## src/design/crt3_pkg.sv

```systemverilog
`default_nettype none

package crt3_pkg;

  localparam int NUM_CONGRUENCES = 3;
  localparam int MOD_W           = 10;
  localparam int DAY_W           = 30;
  localparam int IDX_W           = $clog2(NUM_CONGRUENCES);
  localparam int CNT_W           = $clog2(NUM_CONGRUENCES + 1);
  localparam int S_W             = MOD_W + 2;
  localparam int PROD_W          = DAY_W + MOD_W;

  localparam logic [DAY_W-1:0] DAY_MASK = {DAY_W{1'b1}};

  typedef struct packed {
    logic [MOD_W-1:0] residue_first;
    logic [MOD_W-1:0] residue_second;
    logic [MOD_W-1:0] residue_third;
    logic [DAY_W-1:0] start_day;
  } crt3_in_t;

  typedef struct packed {
    logic [DAY_W-1:0] days_until;
    logic             solvable;
  } crt3_out_t;

  // Datapath operations
  typedef logic [4:0] crt3_op_t;
  localparam crt3_op_t OP_NONE  = 5'd0;
  localparam crt3_op_t OP_LOAD  = 5'd1;
  localparam crt3_op_t OP_B0    = 5'd2;
  localparam crt3_op_t OP_LDM   = 5'd3;
  localparam crt3_op_t OP_R     = 5'd4;
  localparam crt3_op_t OP_GCD   = 5'd5;
  localparam crt3_op_t OP_BM    = 5'd6;
  localparam crt3_op_t OP_DG    = 5'd7;
  localparam crt3_op_t OP_MG    = 5'd8;
  localparam crt3_op_t OP_BIGMG = 5'd9;
  localparam crt3_op_t OP_A     = 5'd10;
  localparam crt3_op_t OP_EUC   = 5'd11;
  localparam crt3_op_t OP_INV   = 5'd12;
  localparam crt3_op_t OP_X     = 5'd13;
  localparam crt3_op_t OP_UPD   = 5'd14;
  localparam crt3_op_t OP_D     = 5'd15;
  localparam crt3_op_t OP_FIN   = 5'd16;

  typedef struct packed {
    logic     exec;    // execute a non-divider operation
    logic     div_go;  // launch the divider with this operation's operands
    crt3_op_t op;
  } crt3_cmd_t;

  typedef struct packed {
    logic div_done;
    logic gcd_zero;
    logic euc_zero;
    logic fail;
    logic merged;
  } crt3_status_t;

  function automatic logic [MOD_W-1:0] mod_reset(input logic [IDX_W-1:0] idx);
    logic [MOD_W-1:0] v;
    case (idx)
      IDX_W'(0): v = MOD_W'(23);
      IDX_W'(1): v = MOD_W'(28);
      IDX_W'(2): v = MOD_W'(33);
      default:   v = MOD_W'(1);
    endcase
    return v;
  endfunction

endpackage

`default_nettype wire

```

## src/design/crt3_div.sv

```systemverilog
`default_nettype none

module crt3_div (
  input  wire logic                      clk_i,
  input  wire logic                      rst_ni,
  input  wire logic                      start_i,
  input  wire logic [crt3_pkg::DAY_W-1:0] dividend_i,
  input  wire logic [crt3_pkg::DAY_W-1:0] divisor_i,
  output logic                           done_o,
  output logic [crt3_pkg::DAY_W-1:0]     quot_o,
  output logic [crt3_pkg::DAY_W-1:0]     rem_o
);
  import crt3_pkg::*;

  localparam int STEPS = DAY_W / 2;
  localparam int SC_W  = $clog2(STEPS);

  logic [DAY_W-1:0] dvd_q, dvd_d, dvs_q, rem_q, rem_d;
  logic [SC_W-1:0]  cnt_q, cnt_d;
  logic             run_q, run_d, done_q, done_d;
  logic [DAY_W:0]   t1, t1s, t2, t2s;
  logic             b1, b2;

  // two restoring steps per cycle
  always_comb begin
    t1 = {rem_q, dvd_q[DAY_W-1]};
    b1 = (t1 >= {1'b0, dvs_q});
    t1s = b1 ? (t1 - {1'b0, dvs_q}) : t1;
    t2 = {t1s[DAY_W-1:0], dvd_q[DAY_W-2]};
    b2 = (t2 >= {1'b0, dvs_q});
    t2s = b2 ? (t2 - {1'b0, dvs_q}) : t2;
  end

  always_comb begin
    dvd_d  = dvd_q;
    rem_d  = rem_q;
    cnt_d  = cnt_q;
    run_d  = run_q;
    done_d = 1'b0;
    if (start_i) begin
      dvd_d = dividend_i;
      rem_d = '0;
      cnt_d = SC_W'(STEPS - 1);
      run_d = 1'b1;
    end else if (run_q) begin
      dvd_d = {dvd_q[DAY_W-3:0], b1, b2};
      rem_d = t2s[DAY_W-1:0];
      if (cnt_q == '0) begin
        run_d  = 1'b0;
        done_d = 1'b1;
      end else begin
        cnt_d = cnt_q - SC_W'(1);
      end
    end
  end

  always_ff @(posedge clk_i or negedge rst_ni) begin
    if (!rst_ni) begin
      run_q  <= 1'b0;
      done_q <= 1'b0;
      cnt_q  <= '0;
    end else begin
      run_q  <= run_d;
      done_q <= done_d;
      cnt_q  <= cnt_d;
    end
  end

  always_ff @(posedge clk_i) begin
    dvd_q <= dvd_d;
    rem_q <= rem_d;
    if (start_i) dvs_q <= divisor_i;
  end

  assign done_o = done_q;
  assign quot_o = dvd_q;
  assign rem_o  = rem_q;

endmodule

`default_nettype wire

```

## src/design/crt3_dp.sv

```systemverilog
`default_nettype none

module crt3_dp (
  input  wire logic                         clk_i,
  input  wire logic                         rst_ni,
  input  wire logic                         cfg_we_i,
  input  wire logic [crt3_pkg::IDX_W-1:0]   cfg_idx_i,
  input  wire logic [crt3_pkg::MOD_W-1:0]   cfg_data_i,
  input  wire crt3_pkg::crt3_in_t           in_i,
  input  wire crt3_pkg::crt3_cmd_t          cmd_i,
  output crt3_pkg::crt3_status_t            status_o,
  output logic                              done_o,
  output crt3_pkg::crt3_out_t               res_o
);
  import crt3_pkg::*;

  logic [MOD_W-1:0] mod_q [NUM_CONGRUENCES];
  crt3_in_t         in_q;
  logic [CNT_W-1:0] idx_q;
  logic             fail_q;
  logic [DAY_W-1:0] big_m_q, b_q, ga_q, gb_q, bigmg_q, d_q;
  logic [MOD_W-1:0] m_q, r_q, diff_q, qd_q, g_q, mg_q, r0_q, r1_q, x_q, inv_q;
  logic signed [S_W-1:0] s0_q, s1_q;
  logic             done_q;
  crt3_out_t        res_q;

  logic [DAY_W-1:0] dvd, dvs, quot, rem;
  logic             div_done;

  logic [MOD_W-1:0]  cur_mod, cur_res;
  logic [MOD_W:0]    diff_sum;
  logic signed [2*S_W-2:0] qs, s_new;
  logic signed [S_W-1:0]   inv_s;
  logic [2*MOD_W-1:0] inv_qd;
  logic [PROD_W-1:0]  mx, new_b, new_m;
  logic [DAY_W:0]     tdiff;
  logic [DAY_W-1:0]   t_wrap, t_fin;

  always_comb begin
    cur_mod = mod_q[idx_q[IDX_W-1:0]];
    if (cur_mod == '0) cur_mod = MOD_W'(1);
    case (idx_q)
      CNT_W'(0): cur_res = in_q.residue_first;
      CNT_W'(1): cur_res = in_q.residue_second;
      default:   cur_res = in_q.residue_third;
    endcase
  end

  always_comb begin
    inv_qd = inv_q * qd_q;
    case (cmd_i.op)
      OP_B0:    begin dvd = DAY_W'(in_q.residue_first); dvs = big_m_q; end
      OP_R:     begin dvd = DAY_W'(cur_res);            dvs = DAY_W'(m_q); end
      OP_GCD:   begin dvd = ga_q;                       dvs = gb_q; end
      OP_BM:    begin dvd = b_q;                        dvs = DAY_W'(m_q); end
      OP_DG:    begin dvd = DAY_W'(diff_q);             dvs = DAY_W'(g_q); end
      OP_MG:    begin dvd = DAY_W'(m_q);                dvs = DAY_W'(g_q); end
      OP_BIGMG: begin dvd = big_m_q;                    dvs = DAY_W'(g_q); end
      OP_A:     begin dvd = bigmg_q;                    dvs = DAY_W'(mg_q); end
      OP_EUC:   begin dvd = DAY_W'(r0_q);               dvs = DAY_W'(r1_q); end
      OP_X:     begin dvd = DAY_W'(inv_qd);             dvs = DAY_W'(mg_q); end
      OP_D:     begin dvd = in_q.start_day;             dvs = big_m_q; end
      default:  begin dvd = '0;                         dvs = DAY_W'(1); end
    endcase
  end

  crt3_div u_div (
    .clk_i      (clk_i),
    .rst_ni     (rst_ni),
    .start_i    (cmd_i.div_go),
    .dividend_i (dvd),
    .divisor_i  (dvs),
    .done_o     (div_done),
    .quot_o     (quot),
    .rem_o      (rem)
  );

  always_comb begin
    diff_sum = {1'b0, r_q} + {1'b0, m_q} - {1'b0, rem[MOD_W-1:0]};
    if (diff_sum >= {1'b0, m_q}) diff_sum = diff_sum - {1'b0, m_q};
    qs    = $signed({1'b0, quot[MOD_W-1:0]}) * s1_q;
    s_new = (2*S_W-1)'(s0_q) - qs;
    inv_s = s0_q[S_W-1] ? (s0_q + $signed({2'b00, mg_q})) : s0_q;
    mx    = big_m_q * x_q;
    new_b = PROD_W'(b_q) + mx;
    new_m = bigmg_q * m_q;
    tdiff = {1'b0, b_q} - {1'b0, d_q};
    t_wrap = tdiff[DAY_W] ? (tdiff[DAY_W-1:0] + big_m_q) : tdiff[DAY_W-1:0];
    t_fin  = (t_wrap == '0) ? big_m_q : t_wrap;
  end

  // configuration and control state
  always_ff @(posedge clk_i or negedge rst_ni) begin
    if (!rst_ni) begin
      for (int i = 0; i < NUM_CONGRUENCES; i++) mod_q[i] <= mod_reset(IDX_W'(i));
      idx_q  <= '0;
      fail_q <= 1'b0;
      done_q <= 1'b0;
    end else begin
      if (cfg_we_i && (CNT_W'(cfg_idx_i) < CNT_W'(NUM_CONGRUENCES))) begin
        mod_q[cfg_idx_i] <= cfg_data_i;
      end
      done_q <= cmd_i.exec && (cmd_i.op == OP_FIN);
      if (cmd_i.exec && cmd_i.op == OP_LOAD) begin
        idx_q  <= CNT_W'(1);
        fail_q <= 1'b0;
      end
      if (cmd_i.exec && cmd_i.op == OP_UPD) begin
        idx_q <= idx_q + CNT_W'(1);
        if (new_m > PROD_W'(DAY_MASK)) fail_q <= 1'b1;
      end
      if (div_done && cmd_i.op == OP_DG && rem != '0) fail_q <= 1'b1;
    end
  end

  always_ff @(posedge clk_i) begin
    if (cmd_i.exec) begin
      case (cmd_i.op)
        OP_LOAD: begin
          in_q    <= in_i;
          big_m_q <= (mod_q[0] == '0) ? DAY_W'(1) : DAY_W'(mod_q[0]);
        end
        OP_LDM: begin
          m_q  <= cur_mod;
          ga_q <= big_m_q;
          gb_q <= DAY_W'(cur_mod);
        end
        OP_INV: inv_q <= inv_s[MOD_W-1:0];
        OP_UPD: begin
          b_q     <= new_b[DAY_W-1:0];
          big_m_q <= new_m[DAY_W-1:0];
        end
        OP_FIN: begin
          res_q.days_until <= fail_q ? '0 : t_fin;
          res_q.solvable   <= !fail_q;
        end
        default: ;
      endcase
    end
    if (div_done) begin
      case (cmd_i.op)
        OP_B0:  b_q <= rem;
        OP_R:   r_q <= rem[MOD_W-1:0];
        OP_GCD: begin
          ga_q <= gb_q;
          gb_q <= rem;
        end
        OP_BM: begin
          diff_q <= diff_sum[MOD_W-1:0];
          g_q    <= ga_q[MOD_W-1:0];
        end
        OP_DG:    qd_q    <= quot[MOD_W-1:0];
        OP_MG:    mg_q    <= quot[MOD_W-1:0];
        OP_BIGMG: bigmg_q <= quot;
        OP_A: begin
          r0_q <= rem[MOD_W-1:0];
          r1_q <= mg_q;
          s0_q <= S_W'(1);
          s1_q <= '0;
        end
        OP_EUC: begin
          r0_q <= r1_q;
          r1_q <= rem[MOD_W-1:0];
          s0_q <= s1_q;
          s1_q <= s_new[S_W-1:0];
        end
        OP_X:   x_q <= rem[MOD_W-1:0];
        OP_D:   d_q <= rem;
        default: ;
      endcase
    end
  end

  assign status_o.div_done = div_done;
  assign status_o.gcd_zero = (gb_q == '0);
  assign status_o.euc_zero = (r1_q == '0);
  assign status_o.fail     = fail_q;
  assign status_o.merged   = (idx_q == CNT_W'(NUM_CONGRUENCES));
  assign done_o = done_q;
  assign res_o  = res_q;

endmodule

`default_nettype wire

```

## src/design/crt3_ctrl.sv

```systemverilog
`default_nettype none

module crt3_ctrl (
  input  wire logic                  clk_i,
  input  wire logic                  rst_ni,
  input  wire logic                  start_i,
  input  wire crt3_pkg::crt3_status_t status_i,
  output logic                       busy_o,
  output crt3_pkg::crt3_cmd_t        cmd_o
);
  import crt3_pkg::*;

  localparam logic [4:0] S_IDLE  = 5'd0;
  localparam logic [4:0] S_B0    = 5'd1;
  localparam logic [4:0] S_CHK   = 5'd2;
  localparam logic [4:0] S_LDM   = 5'd3;
  localparam logic [4:0] S_R     = 5'd4;
  localparam logic [4:0] S_GCD   = 5'd5;
  localparam logic [4:0] S_GCDT  = 5'd6;
  localparam logic [4:0] S_BM    = 5'd7;
  localparam logic [4:0] S_DG    = 5'd8;
  localparam logic [4:0] S_DGT   = 5'd9;
  localparam logic [4:0] S_MG    = 5'd10;
  localparam logic [4:0] S_BIGMG = 5'd11;
  localparam logic [4:0] S_A     = 5'd12;
  localparam logic [4:0] S_EUC   = 5'd13;
  localparam logic [4:0] S_EUCT  = 5'd14;
  localparam logic [4:0] S_INV   = 5'd15;
  localparam logic [4:0] S_X     = 5'd16;
  localparam logic [4:0] S_UPD   = 5'd17;
  localparam logic [4:0] S_D     = 5'd18;
  localparam logic [4:0] S_FIN   = 5'd19;

  logic [4:0] state_q, state_d, div_next;
  logic       wait_q, wait_d, is_div;
  crt3_op_t   op_sel;

  always_comb begin
    is_div   = 1'b1;
    op_sel   = OP_NONE;
    div_next = S_IDLE;
    case (state_q)
      S_B0:    begin op_sel = OP_B0;    div_next = S_CHK;   end
      S_R:     begin op_sel = OP_R;     div_next = S_GCD;   end
      S_GCD:   begin op_sel = OP_GCD;   div_next = S_GCDT;  end
      S_BM:    begin op_sel = OP_BM;    div_next = S_DG;    end
      S_DG:    begin op_sel = OP_DG;    div_next = S_DGT;   end
      S_MG:    begin op_sel = OP_MG;    div_next = S_BIGMG; end
      S_BIGMG: begin op_sel = OP_BIGMG; div_next = S_A;     end
      S_A:     begin op_sel = OP_A;     div_next = S_EUC;   end
      S_EUC:   begin op_sel = OP_EUC;   div_next = S_EUCT;  end
      S_X:     begin op_sel = OP_X;     div_next = S_UPD;   end
      S_D:     begin op_sel = OP_D;     div_next = S_FIN;   end
      S_IDLE:  begin op_sel = OP_LOAD;  is_div = 1'b0;      end
      S_LDM:   begin op_sel = OP_LDM;   is_div = 1'b0;      end
      S_INV:   begin op_sel = OP_INV;   is_div = 1'b0;      end
      S_UPD:   begin op_sel = OP_UPD;   is_div = 1'b0;      end
      S_FIN:   begin op_sel = OP_FIN;   is_div = 1'b0;      end
      default: is_div = 1'b0;
    endcase
  end

  always_comb begin
    state_d      = state_q;
    wait_d       = wait_q;
    cmd_o.op     = op_sel;
    cmd_o.exec   = 1'b0;
    cmd_o.div_go = 1'b0;
    if (is_div) begin
      if (!wait_q) begin
        cmd_o.div_go = 1'b1;
        wait_d       = 1'b1;
      end else if (status_i.div_done) begin
        wait_d  = 1'b0;
        state_d = div_next;
      end
    end else begin
      case (state_q)
        S_IDLE: begin
          if (start_i) begin
            cmd_o.exec = 1'b1;
            state_d    = S_B0;
          end
        end
        S_CHK: begin
          if (status_i.fail)        state_d = S_FIN;
          else if (status_i.merged) state_d = S_D;
          else                      state_d = S_LDM;
        end
        S_GCDT:  state_d = status_i.gcd_zero ? S_BM : S_GCD;
        S_DGT:   state_d = status_i.fail ? S_FIN : S_MG;
        S_EUCT:  state_d = status_i.euc_zero ? S_INV : S_EUC;
        S_LDM:   begin cmd_o.exec = 1'b1; state_d = S_R;    end
        S_INV:   begin cmd_o.exec = 1'b1; state_d = S_X;    end
        S_UPD:   begin cmd_o.exec = 1'b1; state_d = S_CHK;  end
        S_FIN:   begin cmd_o.exec = 1'b1; state_d = S_IDLE; end
        default: state_d = S_IDLE;
      endcase
    end
  end

  always_ff @(posedge clk_i or negedge rst_ni) begin
    if (!rst_ni) begin
      state_q <= S_IDLE;
      wait_q  <= 1'b0;
    end else begin
      state_q <= state_d;
      wait_q  <= wait_d;
    end
  end

  assign busy_o = (state_q != S_IDLE);

endmodule

`default_nettype wire

```

## src/design/crt_three_congruence_solver_unit.sv

```systemverilog
// channel   direction  handshake                 payload
// input     in         start_i / busy_o          in_i (crt3_in_t)
// result    out        done_o strobe             res_o (crt3_out_t)
// config    in         cfg_we_i                  cfg_idx_i, cfg_data_i
//
// A transaction is taken when start_i is high and busy_o is low.
// All divisions share one divider retiring two quotient bits per cycle;
// a query ends early when a merge fails; otherwise its run time is set by
// its gcd and Euclid iterations.
// The result shows on res_o with a one-cycle done_o strobe and stays there;
// the receiver cannot stall it; a new transaction may start in that cycle.
// Reset loads the moduli 23, 28 and 33; no clearing pass is needed.
`default_nettype none

module crt_three_congruence_solver_unit (
  input  wire logic                       clk_i,
  input  wire logic                       rst_ni,
  input  wire logic                       cfg_we_i,
  input  wire logic [crt3_pkg::IDX_W-1:0] cfg_idx_i,
  input  wire logic [crt3_pkg::MOD_W-1:0] cfg_data_i,
  input  wire logic                       start_i,
  input  wire crt3_pkg::crt3_in_t         in_i,
  output logic                            busy_o,
  output logic                            done_o,
  output crt3_pkg::crt3_out_t             res_o
);
  import crt3_pkg::*;

  crt3_cmd_t    cmd;
  crt3_status_t status;

  crt3_ctrl u_ctrl (
    .clk_i    (clk_i),
    .rst_ni   (rst_ni),
    .start_i  (start_i),
    .status_i (status),
    .busy_o   (busy_o),
    .cmd_o    (cmd)
  );

  crt3_dp u_dp (
    .clk_i      (clk_i),
    .rst_ni     (rst_ni),
    .cfg_we_i   (cfg_we_i),
    .cfg_idx_i  (cfg_idx_i),
    .cfg_data_i (cfg_data_i),
    .in_i       (in_i),
    .cmd_i      (cmd),
    .status_o   (status),
    .done_o     (done_o),
    .res_o      (res_o)
  );

endmodule

`default_nettype wire

```

## config.mk

```make
export PLATFORM = sky130hd
export DESIGN_NAME = crt_three_congruence_solver_unit
export DESIGN_NICKNAME = d
export VERILOG_FILES = /design/src/design/crt3_pkg.sv /design/src/design/crt3_div.sv /design/src/design/crt3_dp.sv /design/src/design/crt3_ctrl.sv /design/src/design/crt_three_congruence_solver_unit.sv
export SDC_FILE = /design/constraint.sdc
export NUM_CORES = 2
export LEC_CHECK = 0
export BUFFER_PORTS_ARGS = -buffer_cell sky130_fd_sc_hd__buf_2
export CAP_MARGIN = 20
export CORE_ASPECT_RATIO = 1.2
export CORE_MARGIN = 10
export CORE_UTILIZATION = 35
export CTS_CLUSTER_SIZE = 14
export DETAILED_ROUTE_END_ITERATION = 12
export PLACE_DENSITY = 0.51
export SLEW_MARGIN = 10
export SYNTH_ARGS = -nofsm -noshare
export SYNTH_HDL_FRONTEND = slang
export SYNTH_SLANG_ARGS = --single-unit
```

## constraint.sdc

```tcl
create_clock -name clk_i -period 16.6 [get_ports clk_i]
set_input_delay 1.66 -clock clk_i [delete_from_list [all_inputs] [get_ports clk_i]]
set_output_delay 1.66 -clock clk_i [all_outputs]
set_load 0.02 [all_outputs]
```

==> flow_summary.yaml <==
status:
  outcome: "finished, final reports clean"
worst_setup_path:
  path_class: "reg2reg"
  cp-startpoint: "u_dp.u_div.rem_o[0]"
  cp_max_fo: 16
  required_ns: 17.13
  reg2reg_depth: 25
  r2r_slack_ns: 8.87
  reg2reg_from: "u_dp.u_div.rem_o[0]"
  crit_path_end: "u_dp.u_div.rem_o[11]"
  r2r-end: "u_dp.u_div.rem_o[11]"
  arrival_ns: 8.26
  end_kind: "flop"
  startpoint_type: "flop"
timing:
  fin_crit_sh_pct: 46.57
  tightest_slew_ns: 1.160
  finClkSkew_ns: 0.02801
  hold_viol: 0
  finalSetupTns_ns: 0
  fmax_ghz: 0.1293
  slew_headroom_pct: 22.66
  setup_violations: 0
  final-max-slew-violation-count: 0
  min_period_ns: 7.731
  rsz0062_at_grt: "false"
die:
  die_x_um: 376.6
  die-area_um2: 168700
  start_util_pct: 35.09
  num_rows: 157
  io_pins: 109
  die_h_um: 447.9
  coreArea_um2: 152200
synthesis:
  netlist_area_um2: 53410
  yosysWarnings: 0
  async_flop_share_pct: 8.663
  syn_nets: 6677
  synth_edf_count: 365
  syn_area_per_cell_um2: 9.419
  ys_ff_latch: 531
  synth_seq_area_share_pct: 27.19
  synth_cell_type_count: 90
  yosys_most_used_dff: "edfxtp_1"
  syn-instance-count: 5671
clock_network:
  post_cts_buffers: 0
  clk_path_buf_depth: 3
  cts_buffers: 67
  postCtsResizedCells: 0
  tritoncts: "yes"
  cts-root-buf: "clkbuf_16"
  clock_sinks: 531
  clk_latency_ns: 0.69
  ctsHtreeMaxLevel: 3
  clk_transition_reported_paths_ns: 0.07
  cts_hold_buffers: 0
run:
  maxCapViolations: 0
drt:
  first_pass_iters: 7
  drtIter0Drc: 3390
  vias: 42020
  ant_nets: 0
  routedWlPerCell_um: 24.42
  vias_per_cell: 5.451
  route.detailed.drc: 0
  totalWireLength_um: 188200
global_routing:
  antenna_found_initial: 3
  overflow: 0
  grt_pass1_wl_um: 278600
  first_global_vias: 42620
  grt_max_degree: 94
  track_usage_pct: 21.93
min_path:
  hp-class: "reg2reg"
  hold_start: "u_dp.u_div.quot_o[13]"
placed_design:
  hpwl_um: 144700
  port-buffer-count: 108
  place.gp.congestion: 0.9317
finish:
  final_common_cell: "nand2_1"
  drive_above_1_share_pct: 8.566
  nets: 6673
  layout_common_cells: "790 x nand2_1, 706 x inv_1, 559 x fa_1"
  area_delta_synth_final_pct: 9.379
[final cells by class]
class	count	area, um^2
Antenna cell	1	2.502
Clock buffer	86	1829
Clock inverter	36	372.9
Fill cell	15190	93820
Inverter	709	2663
Multi-Input combinational cell	4145	35170
Sequential cell	531	14530
Tap cell	1987	2486
Timing Repair Buffer	213	1371
[synth_stat cells, types with 27 or more instances]
cell type / n / area share, %
a211oi_1: 34 / 0.48
a21o_1: 90 / 1.3
a21oi_1: 284 / 2.7
a222oi_1: 36 / 0.67
a22o_1: 29 / 0.48
a22oi_1: 59 / 0.83
a31oi_1: 42 / 0.49
and2_1: 379 / 4.4
clkbuf_1: 247 / 1.7
dfrtp_1: 37 / 1.7
dfxtp_1: 120 / 4.5
edfxtp_1: 365 / 21
fa_1: 559 / 21
ha_1: 371 / 8.7
inv_1: 707 / 5.0
mux2_2: 68 / 1.4
mux2i_1: 77 / 1.4
nand2_1: 791 / 5.6
nand2b_1: 34 / 0.40
nand3_1: 58 / 0.54
nand4_1: 34 / 0.40
nor2_1: 246 / 1.7
nor2b_1: 29 / 0.34
nor3_1: 59 / 0.55
nor4_1: 32 / 0.37
o21a_1: 39 / 0.55
o21ai_0: 248 / 2.3
o21bai_1: 27 / 0.38
o41ai_2: 29 / 0.88
xnor2_1: 163 / 2.7
xor2_1: 73 / 1.2
[worst min path at each step]
stage / to / slack, ns / depth (start not counted)
after detailed placement: u_dp.bigmg_q[11] / 0.44 / 0
after global placement: u_dp.bigmg_q[11] / 0.44 / 0
after CTS: u_dp.bigmg_q[13] / 0.45 / 0
final: u_dp.bigmg_q[13] / 0.46 / 0
after global routing: u_dp.bigmg_q[13] / 0.46 / 0
after floorplan: u_dp.bigmg_q[10] / 0.43 / 0
[registers in the layout (all words and copies together) (netlist names), 10 cells and up]
| register | cells |
|---|---|
| u_dp.b_q | 30 |
| u_dp.big_m_q | 30 |
| u_dp.bigmg_q | 30 |
| u_dp.d_q | 30 |
| u_dp.diff_q | 10 |
| u_dp.g_q | 10 |
| u_dp.ga_q | 30 |
| u_dp.gb_q | 30 |
| u_dp.in_q | 60 |
| u_dp.inv_q | 10 |
| u_dp.m_q | 10 |
| u_dp.mg_q | 10 |
| u_dp.mod_q | 30 |
| u_dp.qd_q | 10 |
| u_dp.r0_q | 10 |
| u_dp.r1_q | 10 |
| u_dp.r_q | 10 |
| u_dp.res_o | 31 |
| u_dp.s0_q | 12 |
| u_dp.s1_q | 12 |
| u_dp.u_div.dvs_q | 30 |
| u_dp.u_div.quot_o | 30 |
| u_dp.u_div.rem_o | 30 |
| u_dp.x_q | 10 |
[metrics by stage]
step / cell area, um^2 / setup WS, ns / hold WS [ns] / std cells / utilization [%]
floorplan: 53420 / 10.40 / 0.4262 / 5671 / -
global placement: 56150 / 9.216 / 0.4370 / 7581 / 36.88
detailed placement: 56180 / 8.904 / 0.4373 / 7583 / 36.90
CTS: 58380 / 8.873 / 0.4537 / 7705 / 38.35
global route: 58420 / 8.378 / 0.4639 / 7707 / 38.38
finish: 58420 / 8.869 / 0.4556 / 7708 / 38.38
[metal layers]
| layer | GRT usage, % | vias up | wire length, um |
|---|---|---|---|
| met1 | 26.70 | 21180 | 75560 |
| met4 | 10.01 | 0 | 9071 |
| met2 | 38.39 | 1432 | 92760 |
| li1 | - | 19040 | - |
| met3 | 2.909 | 361 | 10800 |
| met5 | 0 | - | 0 |
[cell families after synthesis]
| logic type | after synthesis | share of synthesized area [%] |
|---|---|---|
| simple gates | 1755 | 15.57 |
| flops | 531 | 27.19 |
| mux | 145 | 2.876 |
| compound gates | 1078 | 13.60 |
| fa+ha+maj | 930 | 29.64 |
| buf+inv | 995 | 7.229 |
| xor+xnor | 237 | 3.900 |
[critical path, stage by stage, from the launching register on]
cell	delay, ns
dfxtp_1	0.77
ha_1	0.37
nor2b_1	0.15
o31a_1	0.27
o31ai_1	0.30
nand3_1	0.20
nand3_1	0.18
a21oi_1	0.11
o311ai_1	0.30
buf_4	0.24
nand2_1	0.21
buf_4	0.29
mux2_2	0.32
ha_1	0.39
and4_1	0.30
nand2_1	0.07
a211oi_1	0.28
nor2_1	0.17
o31ai_1	0.53
nand2_1	0.14
a211oi_1	0.31
a311o_1	0.24
or2_1	0.64
buf_4	0.43
mux2i_1	0.25
a211oi_1	0.09
Power is left out: the tool's default activity adds up to more than one toggle a clock period on the data nets, which glitch-free logic cannot reach.
